## config.mk

```make
export PLATFORM = sky130hd
export DESIGN_NAME = multi_channel_countdown_timers
export DESIGN_NICKNAME = d
export VERILOG_FILES = /design/src/mcct_pkg.sv /design/src/mcct_front.sv /design/src/mcct_queue.sv /design/src/mcct_back.sv /design/src/multi_channel_countdown_timers.sv
export SDC_FILE = /design/constraint.sdc
export NUM_CORES = 1
export LEC_CHECK = 0
export BUFFER_PORTS_ARGS = -buffer_cell sky130_fd_sc_hd__buf_4
export CAP_MARGIN = 30
export CORE_AREA = 2 2 239 241
export DETAILED_ROUTE_END_ITERATION = 8
export DIE_AREA = 0 0 241 243
export HOLD_SLACK_MARGIN = 0.06
export PLACE_DENSITY_LB_ADDON = 0.08
export SYNTH_ARGS = -nofsm -noshare
export SYNTH_HDL_FRONTEND = slang
export SYNTH_HIERARCHICAL = 1
export SYNTH_SLANG_ARGS = --single-unit
```

## constraint.sdc

```tcl
create_clock -name clk -period 7.4 [get_ports clk]
set_input_delay 0 -clock clk [delete_from_list [all_inputs] [get_ports clk]]
set_output_delay 0 -clock clk [all_outputs]
set_load 0.01 [all_outputs]
```

## src/mcct_pkg.sv

```systemverilog
// Package for the multi-channel countdown timer block.
// Holds the table size, command and result codes, and the queued command type.
// No dependencies.
package mcct_pkg;

	localparam int TIMER_COUNT = 8;
	localparam int IDX_W = (TIMER_COUNT > 1) ? $clog2(TIMER_COUNT) : 1;
	localparam int CNT_W = $clog2(TIMER_COUNT + 1);
	localparam int HANDLE_W = 3;
	localparam int MODE_W = 3;
	localparam int KIND_W = 2;
	localparam int DATA_W = 32;
	localparam int QUEUE_DEPTH = 2;
	localparam int QPTR_W = (QUEUE_DEPTH > 1) ? $clog2(QUEUE_DEPTH) : 1;
	localparam int QCNT_W = $clog2(QUEUE_DEPTH + 1);

	localparam logic [MODE_W-1:0] MODE_TICK  = 3'd0;
	localparam logic [MODE_W-1:0] MODE_ALLOC = 3'd1;
	localparam logic [MODE_W-1:0] MODE_SET   = 3'd2;
	localparam logic [MODE_W-1:0] MODE_START = 3'd3;
	localparam logic [MODE_W-1:0] MODE_STOP  = 3'd4;
	localparam logic [MODE_W-1:0] MODE_RESET = 3'd5;
	localparam logic [MODE_W-1:0] MODE_READ  = 3'd6;

	localparam logic [KIND_W-1:0] KIND_EXPIRY = 2'd0;
	localparam logic [KIND_W-1:0] KIND_GRANT  = 2'd1;
	localparam logic [KIND_W-1:0] KIND_REFUSE = 2'd2;
	localparam logic [KIND_W-1:0] KIND_TICKS  = 2'd3;

	typedef enum logic [2:0] {
		OP_TICK,
		OP_ALLOC,
		OP_SET,
		OP_START,
		OP_STOP,
		OP_RESET,
		OP_READ
	} cmd_op_t;

	typedef enum logic {
		ST_IDLE,
		ST_WALK
	} back_state_t;

	typedef struct packed {
		cmd_op_t             op;
		logic [IDX_W-1:0]    idx;
		logic [DATA_W-1:0]   period;
		logic                one_shot;
	} cmd_t;

	typedef struct packed {
		logic full;
		logic not_empty;
	} queue_status_t;

endpackage

```

## src/mcct_front.sv

```systemverilog
// Front end of the timer block: decodes each request into a queued command.
// Requests that have no effect are dropped here. Uses mcct_pkg.
module mcct_front
	import mcct_pkg::*;
(
	input  logic                in_valid,
	output logic                in_stall,
	input  logic [MODE_W-1:0]   mode,
	input  logic [HANDLE_W-1:0] handle,
	input  logic [DATA_W-1:0]   period,
	input  logic                one_shot,
	input  queue_status_t       q_status,
	output logic                push,
	output cmd_t                push_cmd
);

	logic    keep;
	logic    h_ok;
	cmd_op_t op;

	always_comb begin
		h_ok = (32'(handle) < 32'(TIMER_COUNT));
		keep = 1'b1;
		op = OP_TICK;
		case (mode)
			MODE_TICK: op = OP_TICK;
			MODE_ALLOC: op = OP_ALLOC;
			MODE_SET: begin
				op = OP_SET;
				keep = h_ok;
			end
			MODE_START: begin
				op = OP_START;
				keep = h_ok;
			end
			MODE_STOP: begin
				op = OP_STOP;
				keep = h_ok;
			end
			MODE_RESET: begin
				op = OP_RESET;
				keep = h_ok;
			end
			MODE_READ: op = OP_READ;
			default: keep = 1'b0;
		endcase
		in_stall = q_status.full;
		push = in_valid && !q_status.full && keep;
		push_cmd.op = op;
		push_cmd.idx = IDX_W'(handle);
		push_cmd.period = period;
		push_cmd.one_shot = one_shot;
	end

endmodule

```

## src/mcct_queue.sv

```systemverilog
// Short command queue between the front end and the timer engine.
// Uses mcct_pkg for the command type and depth.
module mcct_queue
	import mcct_pkg::*;
(
	input  logic          clk,
	input  logic          arst_n,
	input  logic          push,
	input  cmd_t          push_cmd,
	input  logic          pop,
	output cmd_t          head,
	output queue_status_t status
);

	cmd_t              mem_q [QUEUE_DEPTH];
	logic [QPTR_W-1:0] wr_ptr_q;
	logic [QPTR_W-1:0] rd_ptr_q;
	logic [QCNT_W-1:0] count_q;

	always_ff @(posedge clk or negedge arst_n) begin
		if (!arst_n) begin
			wr_ptr_q <= '0;
			rd_ptr_q <= '0;
			count_q <= '0;
		end else begin
			if (push) begin
				wr_ptr_q <= (32'(wr_ptr_q) == QUEUE_DEPTH - 1) ? '0 : wr_ptr_q + QPTR_W'(1);
			end
			if (pop) begin
				rd_ptr_q <= (32'(rd_ptr_q) == QUEUE_DEPTH - 1) ? '0 : rd_ptr_q + QPTR_W'(1);
			end
			if (push && !pop) begin
				count_q <= count_q + QCNT_W'(1);
			end else if (pop && !push) begin
				count_q <= count_q - QCNT_W'(1);
			end
		end
	end

	always_ff @(posedge clk) begin
		if (push) begin
			mem_q[wr_ptr_q] <= push_cmd;
		end
	end

	always_comb begin
		head = mem_q[rd_ptr_q];
		status.full = (count_q == QCNT_W'(QUEUE_DEPTH));
		status.not_empty = (count_q != '0);
	end

endmodule

```

## src/mcct_back.sv

```systemverilog
// Timer engine: holds the timer table and carries out queued commands.
// A tick walks the allocated timers one per cycle, pausing at an expiry while the output stalls. Uses mcct_pkg.
module mcct_back
	import mcct_pkg::*;
(
	input  logic                clk,
	input  logic                arst_n,
	input  cmd_t                cmd,
	input  queue_status_t       q_status,
	output logic                pop,
	output logic                out_valid,
	input  logic                out_stall,
	output logic [KIND_W-1:0]   kind,
	output logic [HANDLE_W-1:0] timer_index,
	output logic [DATA_W-1:0]   value,
	output logic                last
);

	back_state_t       state_q, state_d;
	logic [IDX_W-1:0]  idx_q, idx_d;
	logic              armed_q [TIMER_COUNT];
	logic              single_q [TIMER_COUNT];
	logic [DATA_W-1:0] rem_q [TIMER_COUNT];
	logic [DATA_W-1:0] reload_q [TIMER_COUNT];
	logic [CNT_W-1:0]  alloc_q;
	logic [DATA_W-1:0] ticks_q;
	logic              out_valid_q;
	logic [KIND_W-1:0] kind_q;
	logic [HANDLE_W-1:0] index_q;
	logic [DATA_W-1:0] value_q;
	logic              last_q;

	logic              can_emit;
	logic [IDX_W-1:0]  addr;
	logic [DATA_W-1:0] rd_rem;
	logic [DATA_W-1:0] rd_reload;
	logic [DATA_W-1:0] dec;
	logic              active;
	logic              expire;
	logic              later;
	logic [TIMER_COUNT-1:0] exp_vec;
	logic              emit;
	logic [KIND_W-1:0] e_kind;
	logic [HANDLE_W-1:0] e_index;
	logic [DATA_W-1:0] e_value;
	logic              e_last;
	logic              rem_we;
	logic [DATA_W-1:0] rem_wd;
	logic              reload_we;
	logic              armed_we;
	logic              armed_wd;
	logic              single_we;
	logic              alloc_inc;
	logic              tick_inc;

	always_comb begin
		can_emit = !out_valid_q || !out_stall;
		addr = (state_q == ST_WALK) ? idx_q : cmd.idx;
		rd_rem = rem_q[addr];
		rd_reload = reload_q[addr];
		dec = rd_rem - DATA_W'(1);
		active = armed_q[addr];
		expire = active && (dec == '0);
		for (int i = 0; i < TIMER_COUNT; i++) begin
			exp_vec[i] = (CNT_W'(i) < alloc_q) && armed_q[i] && (rem_q[i] == DATA_W'(1));
		end
		later = 1'b0;
		for (int i = 0; i < TIMER_COUNT; i++) begin
			later = later || (exp_vec[i] && (IDX_W'(i) > idx_q));
		end
	end

	always_comb begin
		state_d = state_q;
		idx_d = idx_q;
		pop = 1'b0;
		emit = 1'b0;
		e_kind = KIND_EXPIRY;
		e_index = '0;
		e_value = '0;
		e_last = 1'b1;
		rem_we = 1'b0;
		rem_wd = rd_reload;
		reload_we = 1'b0;
		armed_we = 1'b0;
		armed_wd = 1'b0;
		single_we = 1'b0;
		alloc_inc = 1'b0;
		tick_inc = 1'b0;
		case (state_q)
			ST_IDLE: begin
				if (q_status.not_empty && can_emit) begin
					pop = 1'b1;
					case (cmd.op)
						OP_TICK: begin
							tick_inc = 1'b1;
							if (alloc_q != '0) begin
								state_d = ST_WALK;
								idx_d = '0;
							end
						end
						OP_ALLOC: begin
							emit = 1'b1;
							if (alloc_q < CNT_W'(TIMER_COUNT)) begin
								e_kind = KIND_GRANT;
								e_index = HANDLE_W'(alloc_q);
								alloc_inc = 1'b1;
							end else begin
								e_kind = KIND_REFUSE;
							end
						end
						OP_SET: begin
							single_we = 1'b1;
							rem_we = 1'b1;
							rem_wd = cmd.period;
							reload_we = 1'b1;
						end
						OP_START: begin
							rem_we = 1'b1;
							armed_we = 1'b1;
							armed_wd = 1'b1;
						end
						OP_STOP: begin
							armed_we = 1'b1;
						end
						OP_RESET: begin
							rem_we = 1'b1;
							armed_we = 1'b1;
						end
						OP_READ: begin
							emit = 1'b1;
							e_kind = KIND_TICKS;
							e_value = ticks_q;
						end
						default: begin
						end
					endcase
				end
			end
			ST_WALK: begin
				if (!expire || can_emit) begin
					if (active) begin
						rem_we = 1'b1;
						rem_wd = expire ? rd_reload : dec;
					end
					if (expire) begin
						emit = 1'b1;
						e_kind = KIND_EXPIRY;
						e_index = HANDLE_W'(idx_q);
						e_last = !later;
						armed_we = single_q[idx_q];
					end
					if (CNT_W'(idx_q) + CNT_W'(1) >= alloc_q) begin
						state_d = ST_IDLE;
					end else begin
						idx_d = idx_q + IDX_W'(1);
					end
				end
			end
			default: state_d = ST_IDLE;
		endcase
	end

	always_ff @(posedge clk or negedge arst_n) begin
		if (!arst_n) begin
			state_q <= ST_IDLE;
			idx_q <= '0;
			alloc_q <= '0;
			ticks_q <= '0;
			out_valid_q <= 1'b0;
			for (int i = 0; i < TIMER_COUNT; i++) begin
				armed_q[i] <= 1'b0;
				single_q[i] <= 1'b0;
				rem_q[i] <= '0;
				reload_q[i] <= '0;
			end
		end else begin
			state_q <= state_d;
			idx_q <= idx_d;
			if (alloc_inc) begin
				alloc_q <= alloc_q + CNT_W'(1);
			end
			if (tick_inc) begin
				ticks_q <= ticks_q + DATA_W'(1);
			end
			if (rem_we) begin
				rem_q[addr] <= rem_wd;
			end
			if (reload_we) begin
				reload_q[addr] <= cmd.period;
			end
			if (armed_we) begin
				armed_q[addr] <= armed_wd;
			end
			if (single_we) begin
				single_q[addr] <= cmd.one_shot;
			end
			if (emit) begin
				out_valid_q <= 1'b1;
			end else if (!out_stall) begin
				out_valid_q <= 1'b0;
			end
		end
	end

	always_ff @(posedge clk) begin
		if (emit) begin
			kind_q <= e_kind;
			index_q <= e_index;
			value_q <= e_value;
			last_q <= e_last;
		end
	end

	assign out_valid = out_valid_q;
	assign kind = kind_q;
	assign timer_index = index_q;
	assign value = value_q;
	assign last = last_q;

endmodule

```

## src/multi_channel_countdown_timers.sv

```systemverilog
// Top level of the multi-channel countdown timer block.
// Instantiates mcct_front, mcct_queue and mcct_back; uses mcct_pkg.
//
// Each input request is one command: tick, allocate, set, start, stop, reset
// or read the tick counter. Requests enter on in_valid/in_stall and go into a
// two-entry command queue, so in_stall rises only when that queue is full.
// Commands with an out-of-range handle and the unused mode are dropped.
// Results leave on out_valid/out_stall from an output register.
// The engine carries out a non-tick command from the queue head while it is
// idle and no result is held stalled, and registers its result, if any, in the
// output register; with no stall one such request is taken per cycle.
// A tick walks the allocated timers, if any, one table entry per cycle while
// not halted by a stall; it emits one expiry per expired timer with last set
// on the final one.
// While the receiver stalls, the held result stays put. The engine starts no
// new command and halts a tick walk at its next expiry until the held result
// is taken; requests keep queueing until the queue is full.
// Reset is asynchronous: it clears the whole timer table, the handle count,
// the tick counter and the queue, and drops any result not yet taken.
module multi_channel_countdown_timers
	import mcct_pkg::*;
(
	input  logic                clk,
	input  logic                arst_n,
	input  logic                in_valid,
	output logic                in_stall,
	input  logic [MODE_W-1:0]   mode,
	input  logic [HANDLE_W-1:0] handle,
	input  logic [DATA_W-1:0]   period,
	input  logic                one_shot,
	output logic                out_valid,
	input  logic                out_stall,
	output logic [KIND_W-1:0]   kind,
	output logic [HANDLE_W-1:0] timer_index,
	output logic [DATA_W-1:0]   value,
	output logic                last
);

	queue_status_t q_status;
	logic          push;
	cmd_t          push_cmd;
	logic          pop;
	cmd_t          head;

	mcct_front u_front (
		.in_valid (in_valid),
		.in_stall (in_stall),
		.mode     (mode),
		.handle   (handle),
		.period   (period),
		.one_shot (one_shot),
		.q_status (q_status),
		.push     (push),
		.push_cmd (push_cmd)
	);

	mcct_queue u_queue (
		.clk      (clk),
		.arst_n   (arst_n),
		.push     (push),
		.push_cmd (push_cmd),
		.pop      (pop),
		.head     (head),
		.status   (q_status)
	);

	mcct_back u_back (
		.clk         (clk),
		.arst_n      (arst_n),
		.cmd         (head),
		.q_status    (q_status),
		.pop         (pop),
		.out_valid   (out_valid),
		.out_stall   (out_stall),
		.kind        (kind),
		.timer_index (timer_index),
		.value       (value),
		.last        (last)
	);

endmodule

```

==> impl_metrics.env, run 1 <==
export IMPL_synth_compound_area_share_pct=10.7
export IMPL_fin_worst_skew_ns=0.0289
export IMPL_synth_fp_nets=2947
export IMPL_p_leak_nw=16.3
export IMPL_boundaryPins=83
export IMPL_grt_pass1_wl_um=155000
export IMPL_synth_seq_cells=689
export IMPL_cts_root_buf="clkbuf_16"
export IMPL_antenna_found_initial=0
export IMPL_cts_setup_buffers=0
export IMPL_synth_cells=2890
export IMPL_clock_path_buffers=3
export IMPL_synth_top_family_by_area="multiplexers"
export IMPL_clock_latency_ns=0.64
export IMPL_synth_xor_area_share_pct=1.69
export IMPL_maxSlewHeadroom_pct=32.0
export IMPL_hold_path_class="primary input to async pin"
export IMPL_required_ns=7.94
export IMPL_power_density_nw_per_um2=491
export IMPL_dieArea_um2=58600
export IMPL_regArea_um2=17800
export IMPL_fin_nets=3030
export IMPL_critPathLaunchType="register"
export IMPL_worst_slew_pin_slew_ns=1.02
export IMPL_synth_simple_area_share_pct=13.0
export IMPL_die_h_um=243
export IMPL_synthToLayoutAreaGrowth_pct=13.0
export IMPL_r2r_cells=16
export IMPL_initial_core_util_pct=59.3
export IMPL_crit_fanout=70
export IMPL_instances_no_fill=3790
export IMPL_clock_sinks=689
export IMPL_cts_made_buffers=74
export IMPL_rsz0062_at_grt="false"
export IMPL_clk_pin_slew_ns=0.06
export IMPL_wl_um=102000
export IMPL_wl_per_cell_um=26.9
export IMPL_design_area_um2=37500
export IMPL_synth_distinct_cells=89
export IMPL_place_area_um2=34600
export IMPL_ir_drop_v=0.000372
export IMPL_portBuffers=82
export IMPL_arrival_ns=7.26
export IMPL_final_cell_mix="dfrtp_1, mux2_2, nand2_1"
export IMPL_setup_violations=0
export IMPL_final_common_cell="dfrtp_1"
export IMPL_multi_input_area_um2=14300
export IMPL_drive_above_1_share_pct=25.1
export IMPL_tns_ns=0
export IMPL_outcome="finished clean"
export IMPL_cts_htree_levels=3
export IMPL_grt_max_degree=175
export IMPL_rows=87
export IMPL_yosysWarnings=6
export IMPL_track_usage_pct=35.2
export IMPL_criticalPathCategory="register to register"
export IMPL_hold_slack_ns=0.0587
export IMPL_hpwl_um=67300
export IMPL_grt_overflow_total=0
export IMPL_grt_pass1_vias=24800
export IMPL_post_synth_cell_area_avg_um2=11.5
export IMPL_ys_seq_area_share_pct=53.7
export IMPL_finalHoldViolations=0
export IMPL_drt_initial_drc_count=2974
export IMPL_drtAntennaViolNets=0
export IMPL_post_place_cells=3607
export IMPL_max_cap_violations=0
export IMPL_async_flop_share_pct=83.2
export IMPL_muxShareOfSynthArea_pct=17.0
export IMPL_vias=24900
export IMPL_fillerInstances=4246
export IMPL_synthFlopType="dfrtp_1"
export IMPL_remaining_drc_errors=0
export IMPL_drtPass1Iterations=8
export IMPL_antennaDiodeCount=0
export IMPL_synthAdderAreaFrac_pct=0.528
export IMPL_synth_edff_count=116
export IMPL_syn_area_um2=33200
export IMPL_fin_crit_sh_pct=90.7
export IMPL_place_congestion=0.987
export IMPL_core_area_um2=56000
export IMPL_min_period_ns=6.71
export IMPL_vias_per_cell=6.57
export IMPL_p_total_mw=18.4
export IMPL_tritoncts="built"
export IMPL_end_kind="register"
export IMPL_chipWidth_um=241
export IMPL_max_freq_mhz=149
export IMPL_drv_slew=0
==> report_power, final <==
group          internal [mW]  switching (mW)
sequential              5.27            1.05
combinational           3.02            5.32
clock                   2.20            1.57
==> cell families after synthesis <==
group / count (synthesis)
flip-flops: 689
AND/OR/NAND/NOR: 878
AO/OA/AOI/OAI: 513
adder cells (fa/ha/maj): 14
XOR/XNOR: 64
buffers and inverters: 230
multiplexers: 502
==> synthesized netlist by cell type (all sizes together) (8+ instances only) <==
| cell type | number | share of area [%] |
|---|---|---|
| clkbuf | 80 | 0.90 |
| o22ai | 29 | 0.55 |
| o32a | 16 | 0.48 |
| a22o | 23 | 0.61 |
| a221oi | 17 | 0.45 |
| mux2i | 53 | 1.6 |
| nand4 | 26 | 0.53 |
| nand2 | 345 | 3.9 |
| edfxtp | 116 | 10 |
| and2 | 54 | 1.0 |
| or2 | 8 | 0.15 |
| nor2 | 207 | 2.4 |
| a22oi | 11 | 0.25 |
| xnor2 | 43 | 1.1 |
| a211oi | 18 | 0.41 |
| ha | 14 | 0.53 |
| nand3 | 44 | 0.70 |
| a21oi | 179 | 2.8 |
| nor4 | 82 | 2.0 |
| mux2 | 447 | 15 |
| a31oi | 13 | 0.24 |
| or4 | 13 | 0.31 |
| xor2 | 21 | 0.55 |
| a222oi | 53 | 1.6 |
| buf | 126 | 2.3 |
| dfrtp | 573 | 43 |
| and3 | 26 | 0.49 |
| nor2b | 10 | 0.19 |
| nor3 | 32 | 0.51 |
| o21ai | 93 | 1.4 |
| inv | 24 | 0.27 |
==> what timing repair did <==
| item | CTS | global route |
|---|---|---|
| setup endpoints to repair | 0 | 0 |
| endpoints found under the hold margin | 208 | 0 |
| resized for setup | 0 | 0 |
| hold buffers | 45 | 0 |
==> flip-flops by register name, indices dropped and copies added (netlist names) <==
name / cells
u_back/kind: 2
u_queue/count_q: 2
u_back/alloc_q: 4
u_back/ticks_q: 32
u_queue/rd_ptr_q: 1
u_queue/mem_q: 78
u_back/out_valid: 1
u_back/value: 32
u_back/reload_q: 256
u_back/state_q: 1
u_queue/wr_ptr_q: 1
u_back/timer_index: 3
u_back/armed_q: 8
u_back/single_q: 8
u_back/idx_q: 3
u_back/rem_q: 256
u_back/last: 1
==> per-layer routing <==
layer	vias to the layer above	track usage [%]	share of wire (%)
met5	-	0	0
met4	0	17.8	5.5
met3	312	6.57	8.3
met2	1217	54.2	46
met1	12700	47.8	40
li1	10700	-	-
==> worst max-delay path: stages (launching register included) <==
cell and delay, ns:
dfrtp_2 0.86, mux2_8 0.68, mux2_4 0.35, a222oi_1 0.31, nor3b_4 0.44, ha_1 0.26, inv_1 0.06, nor3_2 0.36
nand3_1 0.32, nor4_2 0.25, buf_4 0.23, mux2_2 0.36, a211o_1 0.28, or4b_4 0.62, o41ai_4 0.88, nor2_1 0.14
nor2_1 0.16
==> metrics by stage <==
| stage | util (%) | setup WS (ns) |
|---|---|---|
| final | 67.1 | 0.686 |
| after global routing | 67.1 | 0.362 |
| after global placement | 61.6 | 0.988 |
| after CTS | 67.0 | 0.813 |
| after detailed placement | 61.8 | 0.891 |
| after floorplan | - | 1.25 |
==> final timing paths <==
path	startpoint	endpoint	slack [ns]
max reg2reg	u_back/state_q	u_back/rem_q[180]	0.69
min reg2reg	u_back/ticks_q[31]	u_back/ticks_q[31]	0.48
max	u_back/state_q	u_back/rem_q[180]	0.69
min	arst_n	u_back/ticks_q[21]	0.06
min in group clk	period[25]	u_queue/mem_q[0][26]	0.09
max in group asynchronous	arst_n	u_back/reload_q[162]	5.77
==> final cells by class <==
type | count | share of cell area (%)
inverters | 24 | 0.240
clock buffers | 104 | 5.56
flip-flops and latches | 689 | 47.5
repair buffers | 213 | 5.00
multi-input cells | 1971 | 38.1
well taps | 756 | 2.52
clock inverters | 33 | 1.07
Note: power is estimated with default switching activity, not from simulation.
==> run 2, diff against run 1 <==
- ABC_AREA: default -> 1
- CORE_AREA: 2 2 239 241 -> 2 2 242 244
- DIE_AREA: 0 0 241 243 -> 0 0 244 246
==> run 2 against run 1 <==
Die area rose by 2.5%. Count of clock-buffer cells in the layout rose by 2. Clock skew rose by 0.0018 ns. Sequential share of layout area fell by 0.32 points. Worst hold slack improved by 0.031 ns. Maximum frequency rose by 4.7%. Sequential power fell by 10%. Core utilization fell by 1.2 points. Sequential cell count did not move. Setup slack improved by 0.30 ns.
==> impl_metrics.env, run 2 <==
export IMPL_outcome="finished clean"
export IMPL_p_sw_mw=8.85
export IMPL_remaining_drc_errors=0
export IMPL_ff2ff_setup_slack_ns=0.99
export IMPL_tritoncts="built"
export IMPL_synth_commonest_cells="nand2_1, dfrtp_1, inv_1, o21ai_0, nand3_1"
export IMPL_dieArea_um2=60000
export IMPL_final_common_cell="nand2_1"
export IMPL_netlist_top_cell_by_area="dfrtp_1"
export IMPL_track_usage_pct=35.5
export IMPL_end_kind="register"
export IMPL_drtAntennaViolNets=0
export IMPL_hold_buffers=45
export IMPL_r2r_cells=27
export IMPL_synth_compound_area_share_pct=9.02
export IMPL_drv_slew=0
export IMPL_async_flop_share_pct=83.2
export IMPL_synthAdderAreaFrac_pct=0.513
export IMPL_arrival_ns=6.91
export IMPL_max_cap_violations=0
export IMPL_synth_cells=4166
export IMPL_crit_reg2reg_capture="u_back/rem_q[81]"
export IMPL_clk_pin_slew_ns=0.06
export IMPL_antenna_found_initial=2
export IMPL_vias_per_cell=5.76
export IMPL_drive_above_1_share_pct=9.15
export IMPL_top_regs="u_back/reload_q: 256 flops, u_back/rem_q: 256 flops, u_queue/mem_q: 78 flops"
export IMPL_maxSlewHeadroom_pct=26.5
export IMPL_worstHoldPathCells=2
export IMPL_synth_fp_nets=4223
export IMPL_wl_um=105000
export IMPL_drt_initial_drc_count=3312
export IMPL_chipWidth_um=244
export IMPL_cts_made_buffers=75
export IMPL_post_place_cells=4826
export IMPL_portBuffers=82
export IMPL_worstHoldStart="period[2]"
export IMPL_vias=28800
export IMPL_clock_sinks=689
export IMPL_synthFlopType="dfrtp_1"
export IMPL_ys_seq_area_share_pct=52.2
export IMPL_rows=88
export IMPL_yosysWarnings=6
export IMPL_cts_htree_levels=3
export IMPL_cts_resized=0
export IMPL_power_density_nw_per_um2=485
export IMPL_hold_slack_ns=0.0897
export IMPL_synthToLayoutAreaGrowth_pct=10.7
export IMPL_boundaryPins=83
export IMPL_place_congestion=1.02
export IMPL_r2r_start="u_queue/rd_ptr_q"
export IMPL_final_cell_mix="nand2_1, dfrtp_1, inv_1"
export IMPL_cts_root_buf="clkbuf_16"
export IMPL_synth_top_area_share_pct=42.0
export IMPL_hpwl_um=68200
export IMPL_power_share_clock_pct=20.2
export IMPL_critPathLaunchType="register"
export IMPL_grt_pass1_vias=27000
export IMPL_min_period_ns=6.41
export IMPL_rsz0062_at_grt="false"
export IMPL_yosysMostFrequentCell="nand2_1"
export IMPL_p_seq_share_pct=31.0
export IMPL_max_freq_mhz=156
export IMPL_ir_drop_v=0.000274
export IMPL_fin_nets=4241
export IMPL_synth_edff_count=116
export IMPL_fin_crit_sh_pct=86.6
export IMPL_cts_setup_buffers=0
export IMPL_initial_core_util_pct=59.5
export IMPL_hold_path_class="primary input to register"
export IMPL_required_ns=7.90
export IMPL_fin_worst_skew_ns=0.0307
export IMPL_drtPass1Iterations=6
export IMPL_tns_ns=0
export IMPL_synth_xor_area_share_pct=0.971
export IMPL_instances_no_fill=5006
export IMPL_die_h_um=246
export IMPL_p_sw_share_pct=48.3
export IMPL_combPwrFrac_pct=48.8
export IMPL_worst_slew_pin_slew_ns=1.09
export IMPL_criticalPathCategory="register to register"
export IMPL_crit_fanout=39
export IMPL_setup_violations=0
export IMPL_core_area_um2=57400
export IMPL_grt_overflow_total=0
export IMPL_finalHoldViolations=0
export IMPL_synth_simple_area_share_pct=27.2
export IMPL_internal_power_mw=9.48
export IMPL_clock_latency_ns=0.64
export IMPL_synth_seq_cells=689
export IMPL_clock_path_buffers=3
export IMPL_synth_top_family_by_area="simple AND/OR/NAND/NOR gates"
export IMPL_p_leak_nw=18.9
export IMPL_wl_per_cell_um=21.0
export IMPL_grt_max_degree=160
export IMPL_synth_area_leaders="dfrtp_1, nand2_1, edfxtp_1"
export IMPL_syn_area_um2=34100
export IMPL_post_synth_cell_area_avg_um2=8.20
export IMPL_muxShareOfSynthArea_pct=1.29
export IMPL_synth_distinct_cells=51
export IMPL_hold_end="u_queue/mem_q[0][3]"
export IMPL_grt_pass1_wl_um=162000
## run 2: through the flow
step	util, %	instance area, µm²	setup slack, ns	power, mW
CTS	65.8	37800	1.18	18.1
finish	65.9	37800	0.989	18.3
detailed placement	60.8	34900	1.22	14.4
global route	65.9	37800	0.593	19.5
global placement	60.6	34800	1.25	14.3
floorplan	-	34100	2.97	11.5
## run 2: kinds of logic after synthesis
| group | Yosys count |
|---|---|
| simple gates | 2223 |
| flops | 689 |
| buf+inv | 664 |
| compound gates | 500 |
| mux | 39 |
| xor+xnor | 37 |
| fa+ha+maj | 14 |
## run 2: worst max-delay path, stage by stage, from the launching register on
cell and delay [ns]:
dfrtp_2 0.36, buf_4 0.53, mux2_2 0.42, inv_1 0.05
nand2_1 0.04, nand2_1 0.26, nor2_4 0.26, nand3_1 0.15
nand2_1 0.08, nor2_1 0.21, ha_1 0.25, inv_1 0.10
nor3_1 0.35, nand2_1 0.21, nor2_1 0.24, nor2_1 0.08
nor2_1 0.22, nand2_1 0.11, nor2_1 0.10, nand3_1 0.12
nor2_4 0.17, nand3_4 0.37, nand2_2 0.72, nand2_1 0.16
nand3_1 0.11, nand2_1 0.35, nand2_1 0.18, nand2_1 0.06
## run 2: worst max path at each step
stage / from / to
floorplan: u_queue/rd_ptr_q / u_back/kind[0]
global placement: u_queue/rd_ptr_q / u_back/rem_q[17]
detailed placement: u_queue/rd_ptr_q / u_back/rem_q[113]
CTS: u_queue/rd_ptr_q / u_back/rem_q[81]
global route: u_queue/rd_ptr_q / u_back/rem_q[81]
finish: u_queue/rd_ptr_q / u_back/rem_q[81]
## run 2: final cells by class
| class | instances | area (µm²) |
|---|---|---|
| inverter | 428 | 1610 |
| clock buffer | 106 | 2110 |
| sequential | 689 | 17800 |
| timing repair buffer | 177 | 1560 |
| clock inverter | 27 | 323 |
| antenna | 1 | 2.50 |
| tap | 765 | 957 |
| multi-input combinational | 2813 | 13400 |
| fill | 4977 | 19600 |
## run 2: power by group through the flow
stage | logic (mW) | clock network (mW) | registers [mW]
2_1_floorplan | 5.94 | 0 | 5.52
3_3_place_gp | 8.60 | 0 | 5.68
3_5_place_dp | 8.68 | 0 | 5.69
4_1_cts | 8.73 | 3.76 | 5.65
5_1_grt | 9.76 | 3.92 | 5.78
6_report | 8.94 | 3.71 | 5.68
## run 2: routing by layer
layer	track usage (%)	routed length, µm	vias to the layer above
met4	15.7	4890	0
met3	6.76	9680	267
met5	0	0	-
met1	50.1	43900	13800
met2	53.7	46600	1364
li1	-	-	13400
